`src/rtl/dq_pkg.sv`:
```
// ----------------------------------------------------------------------------
// dq_pkg: shared codes for the double-ended queue
// Holds the operation codes carried on func and the status codes that
// are returned with every result item.
// ----------------------------------------------------------------------------
package dq_pkg;

	// Operation codes on the func input.
	typedef enum logic [1:0] {
		FN_PUSH_FRONT = 2'd0,
		FN_PUSH_BACK  = 2'd1,
		FN_POP_FRONT  = 2'd2,
		FN_POP_BACK   = 2'd3
	} func_t;

	// Status codes on the status output.
	localparam logic [1:0] ST_OK    = 2'd0;
	localparam logic [1:0] ST_FULL  = 2'd1;
	localparam logic [1:0] ST_EMPTY = 2'd2;

	// Fixed widths of the item fields.
	localparam int unsigned DATA_W = 64;
	localparam int unsigned FUNC_W = 2;
	localparam int unsigned STAT_W = 2;

endpackage

```
`src/rtl/double_ended_queue.sv`:
```
// ----------------------------------------------------------------------------
// double_ended_queue: bounded deque held in a circular-buffer memory
// Push or pop at either end, one item per clock while busy is low, with status and occupancy.
// ----------------------------------------------------------------------------
// Usage:
// An item (func, entry_data) is taken at a rising edge where start is high
// and busy is low. Each item gives exactly one result item, shown on
// popped_data, status and occupancy while done is high, for one cycle, in the
// cycle right after the item was taken. The receiver cannot stall, so results
// are never held back.
// The block takes a new item every cycle while busy is low: the entries
// live in one single-port synchronous memory and each item makes at most one
// access to it (a write for an accepted push, a read for a successful pop) at
// its accept edge. Rejected pushes and pops on an empty queue touch nothing.
// Pointer and count updates happen at that same edge, so back-to-back items
// always see the memory and pointers left by the previous one.
// A push while full returns the full status and changes nothing; a pop while
// empty returns zero data and the empty status.
// Reset clears the front index and the count; memory contents stay as they
// are and are never read before being written. busy is high during reset and
// in the first cycle after reset is released.
// ----------------------------------------------------------------------------
module double_ended_queue #(
	parameter int unsigned DEPTH       = 64,
	parameter int unsigned ENTRY_WIDTH = 64,
	localparam int unsigned CW         = $clog2(DEPTH + 1)
) (
	input  logic                       clk,
	input  logic                       arst_n,
	input  logic                       start,
	output logic                       busy,
	input  logic [dq_pkg::FUNC_W-1:0]  func,
	input  logic [dq_pkg::DATA_W-1:0]  entry_data,
	output logic                       done,
	output logic [dq_pkg::DATA_W-1:0]  popped_data,
	output logic [dq_pkg::STAT_W-1:0]  status,
	output logic [CW-1:0]              occupancy
);
	import dq_pkg::*;

	localparam int unsigned AW = $clog2(DEPTH);
	localparam logic [CW:0] DEPTH_X = (CW + 1)'(DEPTH);

	// Pointer state.
	logic [AW-1:0] front_q;
	logic [CW-1:0] count_q;
	logic          busy_q;

	// Result stage.
	logic                   done_s1;
	logic                   pop_ok_s1;
	logic [STAT_W-1:0]      status_s1;
	logic [CW-1:0]          occ_s1;
	logic [ENTRY_WIDTH-1:0] rd_s1;

	// Entry memory.
	logic [ENTRY_WIDTH-1:0] mem [DEPTH];

	logic          accept;
	logic          is_full;
	logic          is_empty;
	logic [CW:0]   off;
	logic [CW:0]   sum;
	logic [AW-1:0] slot;
	logic [AW-1:0] front_dec;
	logic [AW-1:0] front_inc;
	logic [AW-1:0] addr;
	logic          wr_en;
	logic          rd_en;
	logic [AW-1:0] front_nxt;
	logic [CW-1:0] count_nxt;
	logic [STAT_W-1:0] status_nxt;

	assign accept   = start && !busy_q;
	assign is_full  = (count_q == CW'(DEPTH));
	assign is_empty = (count_q == '0);

	// Slot a given distance behind the front, wrapped once around the buffer, and the front index stepped down and up.
	always_comb begin
		off = (func == FN_POP_BACK) ? {1'b0, count_q} - 1'b1 : {1'b0, count_q};
		sum = (CW + 1)'(front_q) + off;
		if (sum >= DEPTH_X) begin
			slot = AW'(sum - DEPTH_X);
		end else begin
			slot = AW'(sum);
		end
		front_dec = (front_q == '0) ? AW'(DEPTH - 1) : front_q - 1'b1;
		front_inc = (front_q == AW'(DEPTH - 1)) ? '0 : front_q + 1'b1;
	end

	// Decode the operation into at most one memory access, the status and the next pointers.
	always_comb begin
		addr       = slot;
		wr_en      = 1'b0;
		rd_en      = 1'b0;
		front_nxt  = front_q;
		count_nxt  = count_q;
		status_nxt = ST_OK;
		case (func_t'(func))
			FN_PUSH_FRONT: begin
				if (is_full) begin
					status_nxt = ST_FULL;
				end else begin
					addr      = front_dec;
					wr_en     = 1'b1;
					front_nxt = front_dec;
					count_nxt = count_q + 1'b1;
				end
			end
			FN_PUSH_BACK: begin
				if (is_full) begin
					status_nxt = ST_FULL;
				end else begin
					wr_en     = 1'b1;
					count_nxt = count_q + 1'b1;
				end
			end
			FN_POP_FRONT: begin
				if (is_empty) begin
					status_nxt = ST_EMPTY;
				end else begin
					addr      = front_q;
					rd_en     = 1'b1;
					front_nxt = front_inc;
					count_nxt = count_q - 1'b1;
				end
			end
			FN_POP_BACK: begin
				if (is_empty) begin
					status_nxt = ST_EMPTY;
				end else begin
					rd_en     = 1'b1;
					count_nxt = count_q - 1'b1;
				end
			end
			default: begin
				status_nxt = ST_OK;
			end
		endcase
	end

	// Memory port: at most one write or one registered read per accepted item.
	always_ff @(posedge clk) begin
		if (accept && wr_en) begin
			mem[addr] <= entry_data[ENTRY_WIDTH-1:0];
		end
		if (accept && rd_en) begin
			rd_s1 <= mem[addr];
		end
	end

	// Pointer and handshake control.
	always_ff @(posedge clk or negedge arst_n) begin
		if (!arst_n) begin
			front_q <= '0;
			count_q <= '0;
			busy_q  <= 1'b1;
			done_s1 <= 1'b0;
		end else begin
			busy_q  <= 1'b0;
			done_s1 <= accept;
			if (accept) begin
				front_q <= front_nxt;
				count_q <= count_nxt;
			end
		end
	end

	// Result fields travel alongside the memory read.
	always_ff @(posedge clk) begin
		if (accept) begin
			pop_ok_s1 <= rd_en;
			status_s1 <= status_nxt;
			occ_s1    <= count_nxt;
		end
	end

	assign busy        = busy_q;
	assign done        = done_s1;
	assign status      = status_s1;
	assign occupancy   = occ_s1;
	assign popped_data = pop_ok_s1 ? DATA_W'(rd_s1) : '0;

	// The count never goes past the buffer size.
	a_count_range: assert property (@(posedge clk) disable iff (!arst_n)
		count_q <= CW'(DEPTH))
		else $error("entry count exceeds depth");

	// Every accepted item gives exactly one result in the next cycle.
	a_one_result: assert property (@(posedge clk) disable iff (!arst_n)
		accept |=> done)
		else $error("accepted item produced no result");

	a_no_spurious: assert property (@(posedge clk) disable iff (!arst_n)
		!accept |=> !done)
		else $error("result without an accepted item");

	// A full status is only reported with the queue at capacity.
	a_full_occ: assert property (@(posedge clk) disable iff (!arst_n)
		(done && status == ST_FULL) |-> occupancy == CW'(DEPTH))
		else $error("full status with queue not at capacity");

	// A successful pop lowers the count by one.
	a_pop_count: assert property (@(posedge clk) disable iff (!arst_n)
		(accept && rd_en) |=> count_q == CW'($past(count_q) - 1'b1))
		else $error("pop did not decrement the count");

endmodule
```
`config.mk`:
```
export PLATFORM = sky130hd
export DESIGN_NAME = double_ended_queue
export DESIGN_NICKNAME = d
export VERILOG_FILES = /design/src/rtl/dq_pkg.sv /design/src/rtl/double_ended_queue.sv
export SDC_FILE = /design/constraint.sdc
export NUM_CORES = 2
export LEC_CHECK = 0
export BUFFER_PORTS_ARGS = -buffer_cell sky130_fd_sc_hd__buf_2
export CORE_MARGIN = 3
export CORE_UTILIZATION = 55
export DETAILED_ROUTE_END_ITERATION = 16
export PLACE_DENSITY = 0.71
export SETUP_SLACK_MARGIN = 0.5
export SYNTH_ARGS = -nofsm -noshare
export SYNTH_HDL_FRONTEND = slang
export SYNTH_SLANG_ARGS = --single-unit
```
`constraint.sdc`:
```
create_clock -name clk -period 10.3 [get_ports clk]
set_input_delay 2.06 -clock clk [delete_from_list [all_inputs] [get_ports clk]]
set_output_delay 2.06 -clock clk [all_outputs]
set_load 0.02 [all_outputs]
```
== Word-level counts from Yosys, hierarchy flattened ==
Memory sizes are Yosys's and may differ from the RTL's. A register that Yosys moved wholly into a read port is not among the register bits.
Cells that the tools add are included.

* Bits in registers: 25
* Bits in latches: 0
* Memory bits (writable): 4096
* Bits in read-only memories: 0
* Bits of input ports: 69
* Logic and storage cells: 57
* Memories: 1

{| class="wikitable"
|+ Memory list
! memory !! depth !! bits a word !! read ports !! clocked after memory_dff !! wr ports !! RTL line !! RTL
|-
| mem || 64 || 64 || 1 || 1 || 1 || double_ended_queue.sv:57 || <nowiki>logic [ENTRY_WIDTH-1:0] mem [DEPTH];</nowiki>
|}

* Add/subtract/negate cells: 7
* Multiply operators: 0
* Divide/modulo/power cells: 0
* Magnitude comparators: 1
* Equal/unequal tests: 7
* Shifts and indexed selects: 0
* Muxes and demuxes: 23
* Bitwise logic cells: 0
* Reductions and logical operators: 11

{| class="wikitable"
|+ Operators by type and width
! kind !! count
|-
| 2-to-1 mux 64 bit || 1
|-
| 2-to-1 mux 6 bit || 7
|-
| one-hot mux 6 bit (2 select lines) || 2
|-
| 2-to-1 mux 7 bit || 2
|-
| one-hot mux 7 bit (2 select lines) || 1
|-
| subtractor 6 x 1 -> 6 bit, second input constant || 2
|-
| adder 6 x 8 -> 8 bit || 1
|-
| greater-or-equal comparator 8 x 7 -> 1 bit, second input constant || 1
|-
| 2-to-1 mux 8 bit || 1
|-
| subtractor 7 x 1 -> 8 bit, second input constant || 1
|-
| adder 7 x 1 -> 7 bit, second input constant || 1
|-
| equality test 7 bit, second input constant || 1
|-
| zero test 7 bit || 1
|-
| 2-to-1 mux 1 bit || 7
|-
| subtractor 7 x 1 -> 7 bit, second input constant || 1
|-
| adder 6 x 1 -> 6 bit, second input constant || 1
|-
| equality test 6 bit, second input constant || 1
|-
| zero test 6 bit || 1
|-
| equality test 2 bit, second input constant || 2
|-
| inequality test 2 bit, second input constant || 2
|-
| one-hot mux 2 bit (2 select lines) || 1
|-
| AND reduction 4 bit || 1
|-
| OR reduction 2 bit || 2
|-
| logical AND 1 bit || 3
|-
| other kinds (5) || 5
|}

== Longest topological paths before layout ==
* Word-level depth: 7
* Gate-level depth with buffers: 19

== Worst setup path after synthesis ==
Ideal clock, no wire load.

* Path kind: input -> register
* From: input func[1] in the netlist's numbering
* To: memory mem[0][0] (enable)
* Library setup time: 564 ps
* Arrival time: 9664 ps
* Required time: 9736 ps
* Setup slack: 72 ps
* Stages: 16
* Path buffers: 6
* Cell sequence: clkbuf_1 > clkbuf_1 > nand2_1 > xnor2_1 > ha_1 > inv_1 > fa_1 > clkbuf_1 > o21ai_0 > nor2_1 > o22a_1 > clkbuf_1 > clkbuf_1 > clkbuf_1 > nand3_1 > nor3_1

* Cells in the longest elaborated chain, start to end: 7
* Elaborated cells on any way between the ends: 17
* Those cells by class: 2 x add/sub; 1 x order compare; 3 x eq/ne; 8 x mux; 3 x reduce/logical

{| class="wikitable"
|+ RTL lines
! what !! RTL line !! RTL
|-
| start: declaration || double_ended_queue.sv:32 || <nowiki>input logic [dq_pkg::FUNC_W-1:0] func,</nowiki>
|-
| equality test 2 bit || double_ended_queue.sv:80 || <nowiki>off = (func == FN_POP_BACK) ? {1'b0, count_q} - 1'b1 : {1'b0, count_q};</nowiki>
|-
| 2-to-1 mux 8 bit || double_ended_queue.sv:80 ||
|-
| adder 6 x 8 -> 8 bit || double_ended_queue.sv:81 || <nowiki>sum = (CW + 1)'(front_q) + off;</nowiki>
|-
| greater-or-equal comparator 8 x 7 -> 1 bit or subtractor 6 x 1 -> 6 bit (tied branches) || double_ended_queue.sv:82, double_ended_queue.sv:83 ||
|-
| 2-to-1 mux 6 bit || double_ended_queue.sv:82 || <nowiki>if (sum >= DEPTH_X) begin</nowiki>
|-
| 2-to-1 mux 6 bit (on tied branches) || double_ended_queue.sv:119, double_ended_queue.sv:101 ||
|-
| one-hot mux 6 bit (2 select lines) || double_ended_queue.sv:99 || <nowiki>case (func_t'(func))</nowiki>
|-
| end: declaration || double_ended_queue.sv:57 ||
|}

Parallel ways exist; a longest one is shown, timed or not.

== Final worst setup path ==
* From: input func[1] in the netlist's numbering
* To: register rd_s1[59], read port of mem (data pin)

* Cells in the longest elaborated chain, start to end: 7
* Elaborated cells on any way between the ends: 14
* Those cells by class: 2 x add/sub; 1 x order compare; 2 x eq/ne; 6 x mux; 3 x reduce/logical

{| class="wikitable"
|+ RTL lines
! what !! RTL line !! RTL
|-
| equality test 2 bit || double_ended_queue.sv:80, double_ended_queue.sv:99 ||
|-
| 2-to-1 mux 8 bit || double_ended_queue.sv:80 ||
|-
| adder 6 x 8 -> 8 bit || double_ended_queue.sv:81 ||
|-
| greater-or-equal comparator 8 x 7 -> 1 bit or subtractor 6 x 1 -> 6 bit (tied branches) || double_ended_queue.sv:82, double_ended_queue.sv:83 ||
|-
| 2-to-1 mux 6 bit || double_ended_queue.sv:82 ||
|-
| 2-to-1 mux 6 bit (on tied branches) || double_ended_queue.sv:119, double_ended_queue.sv:101 ||
|-
| one-hot mux 6 bit (2 select lines) || double_ended_queue.sv:99 ||
|-
| end: declaration || double_ended_queue.sv:54 || <nowiki>logic [ENTRY_WIDTH-1:0] rd_s1;</nowiki>
|}

Parallel ways exist; a longest one is shown, timed or not.
A chain may end at the register's enable or synchronous reset.

==> impl_metrics.yaml <==
floorplanning:
  die_area_um2: 300000
  start_util: 0.554
  num_rows: 198
  ios: 144
  core_um2: 292000
  die_w_um: 548
  die_h_um: 548
place:
  globalplace.congestion: 0.864
  dp_hpwl_um: 243000
  io_buffer_count: 143
critical_path:
  cp.depth: 17
  cp-end-kind: "flip-flop"
  path_class: "in2reg"
  path_buf_inv: 4
  cpLargestDelayFamily: "simple AND/OR/NAND/NOR gates"
  cp.required_ns: 10.97
  arrival_ns: 8.16
  cpMaxStageDelayCell: "a211oi_1"
  crit_top_cell: "buf_4"
  critical_path_peak_fanout: 44
  slowest_delay_ns: 1.21
  path_cells: "buf_2, nand2_1, xnor2_1, ha_1, inv_1, fa_1, nand2b_1, a21oi_1, xor2_1, a211oi_1, or2_2, nor2_4, buf_4, buf_4, a22o_1, nor4_1, a41oi_1"
  cp-start-kind: "input port"
  r2r_cells: 16
route:
  drt-initial-drc-count: 13200
  via_per_inst: 6.76
  firstDrtPassIters: 6
  ant_nets: 0
  via_count: 88300
  avgRoutedWirePerCell_um: 34.4
  drc_errors: 0
  wl_um: 449000
logic_synthesis:
  yosys-top-cells-area: "edfxtp_1, mux2i_1, mux4_2"
  ys_seq_area_frac: 0.778
  synth_seq_cells: 4185
  syn_inst: 8575
  yosysTopAreaCell: "edfxtp_1"
  synth-async-reset-ratio: 0.00358
  syn_area_per_cell_um2: 18.8
  ys_types: 61
  synth.top_cell.area_share: 0.775
  synth_fp_nets: 8654
  yosys_warnings: 0
  syn_area_um2: 161000
  synth-edff-count: 4170
  synth_ff_type: "edfxtp_1"
global_route:
  busiest_layer: "met2"
  use_met3: 0.0787
  use_met2: 0.449
  grt.total_usage: 0.296
  antenna_found_initial: 24
  use_met1: 0.413
  grt_max_degree: 127
  grt_pass1_vias: 85500
  grt_pass1_wl_um: 637000
  overflow: 0
run_status:
  outcome: "finished, violations left"
  failed_checks: "capacitance limit, slew limit"
cts:
  clk_latency_ns: 0.98
  cts-hold-fix-buffers: 0
  clock_sinks: 4185
  post-cts-setup-buffers: 0
  cts_tree: "built"
  cts_resized: 0
  ctsRootBufferMaster: "clkbuf_16"
  cts.path.max_buffers: 4
  htree_levels: 5
  numCtsBuffers: 408
  clk_pin_slew_worst_paths_ns: 0.06
final_layout:
  nets: 8902
  nFillCells: 19800
  final_common_cell: "edfxtp_1"
  multi_input_area_um2: 34100
  mostFrequentLayoutCells: "edfxtp_1, mux2i_1, o22ai_1, clkbuf_16, nand2_1"
  synthToLayoutAreaGrowth_pct: 12.3
  seqCellArea_um2: 126000
  drive_gt1_frac: 0.152
timing:
  hold_violations: 0
  post-route-min-period_ns: 7.49
  setup_tns_ns: 0
  setup_viol: 0
  report.final.slew_viol_count: 1
  whs_ns: 0.681
  relSlewSlack: -0.00286
  rsz0062_at_grt: "no"
  fin_crit_sh: 0.727
  tightest_slew_ns: 1.50
  max_freq_mhz: 134
  finClkSkew_ns: 0.0590
flow_run:
  cap_violations: 1
power:
  vdd_drop_max_mv: 0.372
  power.density_nw_per_um2: 304
  p_leak_nw: 59.3
hold_path:
  worst_hold_path.num_cells: 1
  hold_class: "reg2reg"
worst register-to-register path, delay by kind of cell (launching register included):
family,cells,cell delay [ns]
compound gates,5,2.16
simple gates,4,1.64
buf+inv,4,1.18
fa+ha+maj,2,0.79
flops,1,0.62
xor+xnor,1,0.11
metal layers:
layer  routed length [um]  vias up
met5                  130        -
li1                     -    35800
met1               165000    45400
met2               206000     6178
met4                21000       18
met3                57400      971
metrics by stage:
step	util	std cells	cell area, um^2	power [mW]	worst slack (ns)
after CTS	0.622	13100	181000	54.8	3.21
after global placement	0.576	12300	168000	40.1	1.70
after global routing	0.622	13100	181000	56.5	2.86
after floorplan	-	8575	162000	32.5	0.0720
after detailed placement	0.576	12300	168000	40.2	2.21
final	0.622	13100	181000	55.1	2.81
registers in the layout, indices dropped and copies added (netlist names):
register and count:
busy 1, count_q 7, done 1, front_q 6, mem 4096, occupancy 7
pop_ok_s1 1, rd_s1 64, status 2
cell usage after synthesis (4+ instances only):
master     number
a41oi_1        63
o2111ai_1      56
clkbuf_1      332
and2_1         67
a221oi_1       63
dfrtp_1        14
o21ai_0       153
nor4_1         66
nand3_1       260
nor2_1         56
mux4_2        323
o22ai_1       639
a21oi_1        18
and3_1          7
xnor2_1        11
buf_1          34
nor2b_1         4
a22oi_1         8
nor3_1         44
mux2i_1      1279
nand2b_1        5
mux2_2          4
inv_1          11
buf_2         203
a22o_1        189
xor2_1          7
ha_1            9
a32oi_1         4
nand4_1        87
edfxtp_1     4170
nand2_1       344
path summary, 6_finish.rpt:
check / start / end / slack (ns)
worst max-delay path: func[1] / rd_s1[59] / 2.81
worst min-delay path: front_q[4] / front_q[4] / 0.68
worst max register to register: count_q[0] / rd_s1[59] / 3.53
worst min register to register: front_q[4] / front_q[4] / 0.68
max in group asynchronous: arst_n / busy / 8.99
min in group asynchronous: arst_n / front_q[5] / 1.00
final cells by class:
cell class,instances,area share
flip-flops and latches,4185,0.693
multi-input cells,3807,0.188
clock buffers,493,0.0583
well taps,3900,0.0269
repair buffers,408,0.0186
clock inverters,250,0.0148
inverters,13,0.000269
diodes,10,0.000138
logic make-up after synthesis:
kind of cell,synth area share
other cells,0.0000232
mux,0.125
xor+xnor,0.000976
flops,0.778
compound gates,0.0521
fa+ha+maj,0.000821
simple gates,0.0286
buf+inv,0.0151
power breakdown:
part / switching, mW / internal, mW
clock network: 6.42 / 8.27
logic: 14.0 / 6.87
registers: 0.258 / 19.3
total: 20.6 / 34.5
(Power assumes the default switching activity.)
